`config.mk`:
```
export PLATFORM = sky130hd
export DESIGN_NAME = lte_div_stage
export DESIGN_NICKNAME = d
export VERILOG_FILES = /design/src/rtl/core/lte_pkg.sv /design/src/rtl/core/lte_div_stage.sv
export SDC_FILE = /design/constraint.sdc
export NUM_CORES = 1
export LEC_CHECK = 0
export BUFFER_PORTS_ARGS = -buffer_cell sky130_fd_sc_hd__buf_2
export CAP_MARGIN = 0
export CELL_PAD_IN_SITES_DETAIL_PLACEMENT = 0
export CELL_PAD_IN_SITES_GLOBAL_PLACEMENT = 1
export CORE_AREA = 10 10 411 413
export CTS_CLUSTER_SIZE = 8
export DETAILED_ROUTE_END_ITERATION = 6
export DIE_AREA = 0 0 421 423
export PLACE_DENSITY_LB_ADDON = 0.1
export SETUP_SLACK_MARGIN = 0.4
export SYNTH_ARGS = -nofsm -noshare
export SYNTH_HDL_FRONTEND = slang
export SYNTH_SLANG_ARGS = --single-unit
```
`constraint.sdc`:
```
create_clock -name clock -period 3.96 [get_ports clock]
set_input_delay 0.198 -clock clock [delete_from_list [all_inputs] [get_ports clock]]
set_output_delay 0.198 -clock clock [all_outputs]
set_load 0.01 [all_outputs]
```
`src/rtl/core/lte_pkg.sv`:
```
package lte_pkg;

   // coordinate format and derived datapath widths
   localparam int COORD_WIDTH = 32;
   localparam int CW  = COORD_WIDTH;
   localparam int DW  = CW + 1;          // coordinate difference
   localparam int PW  = 2 * DW;          // product of two differences
   localparam int XW  = PW + 1;          // cross product or squared distance
   localparam int MW  = DW;              // magnitude of a cutting line delta
   localparam int QW  = MW;              // quotient bits, one per divider stage
   localparam int LW  = (XW + 1) / 2;    // low slice of the numerator multiply
   localparam int HW  = XW - LW;         // high slice of the numerator multiply
   localparam int PMW = XW + MW;         // magnitude of numerator times delta
   localparam int NW  = PMW + 2;         // rounded dividend
   localparam int RW  = XW + 1;          // divisor and partial remainder

   typedef logic signed [CW-1:0] coord_type;
   typedef logic signed [DW-1:0] diff_type;
   typedef logic signed [PW-1:0] prod_type;
   typedef logic signed [XW-1:0] cross_type;

   typedef struct packed {
      logic      cmd;
      logic      same_entity;
      coord_type cut_start_x;
      coord_type cut_start_y;
      coord_type cut_end_x;
      coord_type cut_end_y;
      coord_type tgt_start_x;
      coord_type tgt_start_y;
      coord_type tgt_end_x;
      coord_type tgt_end_y;
      coord_type pick_x;
      coord_type pick_y;
   } req_type;

   typedef struct packed {
      logic      ok;
      coord_type new_start_x;
      coord_type new_start_y;
      coord_type new_end_x;
      coord_type new_end_y;
   } rsp_type;

   localparam logic CMD_TRIM   = 1'b0;
   localparam logic CMD_EXTEND = 1'b1;

   // item context carried alongside the arithmetic
   typedef struct packed {
      logic      cmd;
      logic      same_entity;
      coord_type cx;
      coord_type cy;
      coord_type tsx;
      coord_type tsy;
      coord_type tex;
      coord_type tey;
   } base_type;

   typedef struct packed {
      logic      mv_start;
      logic      mv_end;
      logic      neg_x;
      logic      neg_y;
      coord_type cx;
      coord_type cy;
      coord_type tsx;
      coord_type tsy;
      coord_type tex;
      coord_type tey;
   } side_type;

   typedef struct packed {
      logic [RW-1:0] rem_x;
      logic [RW-1:0] rem_y;
      logic [QW-1:0] nlo_x;
      logic [QW-1:0] nlo_y;
      logic [QW-1:0] q_x;
      logic [QW-1:0] q_y;
      logic [RW-1:0] dvs;
   } div_type;

   function automatic diff_type coord_sub(coord_type a, coord_type b);
      return DW'(a) - DW'(b);
   endfunction

endpackage

```
`src/rtl/core/lte_div_stage.sv`:
```
module lte_div_stage import lte_pkg::*; (
   input  logic     clock,
   input  logic     reset,
   input  logic     adv,
   input  logic     in_valid,
   input  div_type  in_div,
   input  side_type in_side,
   output logic     out_valid,
   output div_type  out_div,
   output side_type out_side
);

   logic     vld_ff;
   div_type  div_ff;
   side_type side_ff;

   logic [RW:0]   trial_x, trial_y, diff_x, diff_y;
   logic          ge_x, ge_y;
   div_type       div_in;

   // one restoring step per coordinate, shared divisor
   always_comb begin
      trial_x = {in_div.rem_x, in_div.nlo_x[QW-1]};
      trial_y = {in_div.rem_y, in_div.nlo_y[QW-1]};
      diff_x  = trial_x - {1'b0, in_div.dvs};
      diff_y  = trial_y - {1'b0, in_div.dvs};
      ge_x    = (trial_x >= {1'b0, in_div.dvs});
      ge_y    = (trial_y >= {1'b0, in_div.dvs});
      div_in.rem_x = ge_x ? diff_x[RW-1:0] : trial_x[RW-1:0];
      div_in.rem_y = ge_y ? diff_y[RW-1:0] : trial_y[RW-1:0];
      div_in.nlo_x = {in_div.nlo_x[QW-2:0], 1'b0};
      div_in.nlo_y = {in_div.nlo_y[QW-2:0], 1'b0};
      div_in.q_x   = {in_div.q_x[QW-2:0], ge_x};
      div_in.q_y   = {in_div.q_y[QW-2:0], ge_y};
      div_in.dvs   = in_div.dvs;
   end

   always_ff @(posedge clock) begin
      if (reset) begin
         vld_ff <= 1'b0;
      end else if (adv) begin
         vld_ff <= in_valid;
      end
   end

   always_ff @(posedge clock) begin
      if (adv) begin
         div_ff  <= div_in;
         side_ff <= in_side;
      end
   end

   assign out_valid = vld_ff;
   assign out_div   = div_ff;
   assign out_side  = side_ff;

endmodule

```
==> reports/qor.yml <==
clock_tree:
  clk_pin_slew_ns: 0.06
  cts_buffer_depth: 3
  cts_tree: "done"
  htreeDepth: 3
  cts-root-buf: "clkbuf_16"
  clock_sinks: 531
  numCtsBuffers: 82
  clk_latency_ns: 0.66
sta:
  setup_viol: 0
  max_slew_margin: 0.476
  worst_slack_ns: 0.498
  period_minus_slack_ns: 3.46
  fin_tns_setup_ns: 0
  maxSlewViolCount: 0
  fmax_ghz: 0.289
  rsz0062_at_grt: "true"
  final-hold-violation-count: 0
  worstMarginPinSlew_ns: 0.785
  clock_skew_ns: 0
  fin_crit_sh: 0.874
  timing.hold.ws_ns: 0.0325
cells_and_area:
  nFillCells: 17120
  drive_gt1_frac: 0.368
  area_growth_pct: 68.2
  nNetsFinal: 4653
  instances_no_fill: 6184
floorplanning:
  core_area_um2: 160000
  std_cell_rows: 147
  start_util: 0.161
  die_y_um: 423
  die_w_um: 421
  dieArea_um2: 178000
  design.portCount: 1069
synth:
  synth_cells: 2149
  synth_edf_count: 530
  ys_seq_area_frac: 0.618
  ys_ff_latch: 531
  synth_flop_cell: "edfxtp_1"
  yosysWarnings: 0
  synth_cell_type_count: 75
  synth.avg_cell_area_um2: 12.0
  syn_area_um2: 25800
  synthArstFlopShare: 0
grt:
  grt_usage: 0.179
  grt_pass1_vias: 26285
  grt_pass1_wl_um: 225000
  antenna_found_initial: 44
  grt_overflow_total: 0
  grt_max_degree: 81
critical_path:
  cp_max_fo: 26
  worstPathRequired_ns: 4.39
  r2r_setup_slack_ns: 2.83
  critPathKind: "input port to flip-flop"
  r2r_cells: 3
  crit_path_end_kind: "flip-flop"
  cp-start-kind: "input port"
  r2r_end: "out_valid"
  timing.rr.start: "out_valid"
  worst_ep_arrival_time_ns: 3.89
drt:
  drc: 0
  drt_wl_total_um: 166000
  viasPerCell: 3.99
  drt_iter0_drc: 1419
  wl_per_cell_um: 26.9
  antenna_left: 0
  firstDrtPassIters: 7
  vias: 24663
placement:
  dp_slack_ns: -0.227
  io_buffers: 1064
  dp_hpwl_um: 140000
  gp_congestion: 0.833
  dp_cells: 5522
power_and_ir_drop:
  leakagePower_nw: 18.3
  p_per_area_nw_per_um2: 422
  ir_drop_mv: 0.280
worst_hold_path:
  hold-path-endpoint: "out_div[269]"
  hold_depth: 3
  holdCritStartpoint: "in_div[1]"
  hold_path.class: "input port to flip-flop"
flow_run:
  maxCapViolCount: 0
run_status:
  status: "completed"
Yosys cell counts (34+ instances only):
cell      instances  area (um2)
clkbuf_1         59         221
xnor2_1          65         569
nand4_1          44         275
nand3_1          34         170
a21o_1           55         413
nand2_1         209         785
edfxtp_1        530       15900
o21ai_0         162         811
ha_1            136        1700
a21oi_1         220        1100
nor2_1          129         484
xor2_1           51         447
inv_1           122         458
per-stage QoR:
| step | power, mW | utilization | cell area (um2) |
|---|---|---|---|
| 4_1_cts | 18.7 | 0.268 | 43000 |
| 2_1_floorplan | 8.78 | - | 25800 |
| 3_3_place_gp | 11.2 | 0.221 | 35300 |
| 6_report | 18.3 | 0.271 | 43400 |
| 3_5_place_dp | 11.2 | 0.221 | 35300 |
| 5_1_grt | 19.2 | 0.271 | 43400 |
routing by layer:
metal  GRT usage  up-vias  wire length (um)
li1            -    11700                 -
met1       0.191    12017             62400
met2       0.350      755             91700
met3      0.0369      179              7820
met4      0.0473       12              4350
met5           0        -                68
how the worst max path moves through the flow:
stage | start | endpoint | slack, ns | cells past startpoint
floorplan | in_div[5] | out_div[281] | 0.74 | 12
global placement | in_div[199] | out_div[334] | -0.28 | 18
detailed placement | in_div[0] | out_div[334] | -0.23 | 17
CTS | in_div[20] | out_div[305] | 0.40 | 12
global route | in_div[46] | out_div[334] | 0.38 | 18
finish | in_div[32] | out_div[289] | 0.50 | 17
kinds of logic (layout without fill, tap and decap cells):
family                   count (synthesis)  count (layout)  share of synthesized area
AO/OA/AOI/OAI                          611             611                      0.143
AND/OR/NAND/NOR                        541             541                     0.0970
flip-flops                             531             531                      0.618
buffers and inverters                  201            2058                     0.0310
adder cells (fa/ha/maj)                138             138                     0.0675
XOR/XNOR                               116             116                     0.0394
multiplexers                            10              10                    0.00427
other                                    1              19                   0.000145
critical path, cell delays in order:
cell and delay, ns:
dlygate4sd3_1 0.53, buf_2 0.13, inv_1 0.14, ha_2 0.34, a21oi_2 0.16, buf_4 0.12
o21ai_0 0.10, a221oi_1 0.28, buf_4 0.18, o21ai_0 0.12, a21bo_2 0.25, a31oi_4 0.23
o31ai_4 0.12, a211oi_4 0.28, buf_12 0.16, buf_12 0.17, mux2_1 0.34
final cells by class:
type,instances,area [um2],share of cell area
sequential,531,15900,0.367
timing repair buffer,1823,12500,0.288
multi-input combinational,1418,9370,0.216
tap,2160,2700,0.0623
clock buffer,92,2110,0.0486
inverter,123,465,0.0107
clock inverter,20,270,0.00623
antenna,17,42.5,0.000980
sequential cells by signal (all words and copies together) (netlist names):
name	flops
out_valid	1
out_div	334
out_side	196
where the power goes:
part | switching, mW | internal [mW]
combinational | 2.63 | 1.84
sequential | 0.162 | 6.87
clock | 2.88 | 3.92
total | 5.67 | 12.6
placed cells by master (no fill, tap or decap), drive strengths merged, types with 26 or more instances in the layout:
cell            n
nor3           26
nand4          44
inv           125
a21o           55
clkbuf         92
o21bai         29
nand2         209
ha            136
edfxtp        530
xor2           51
buf          1295
a21oi         220
dlygate4sd3   528
xnor2          65
nor2          129
nand3          34
o21ai         172
timing repair:
action | 4_1_cts | 5_1_grt
hold buffers | 527 | 1
setup buffers | 0 | 5
endpoints found under the setup margin | 0 | 118
gates resized for setup | 0 | 73
endpoints found under the hold margin | 525 | 1
(Power assumes the default switching activity.)
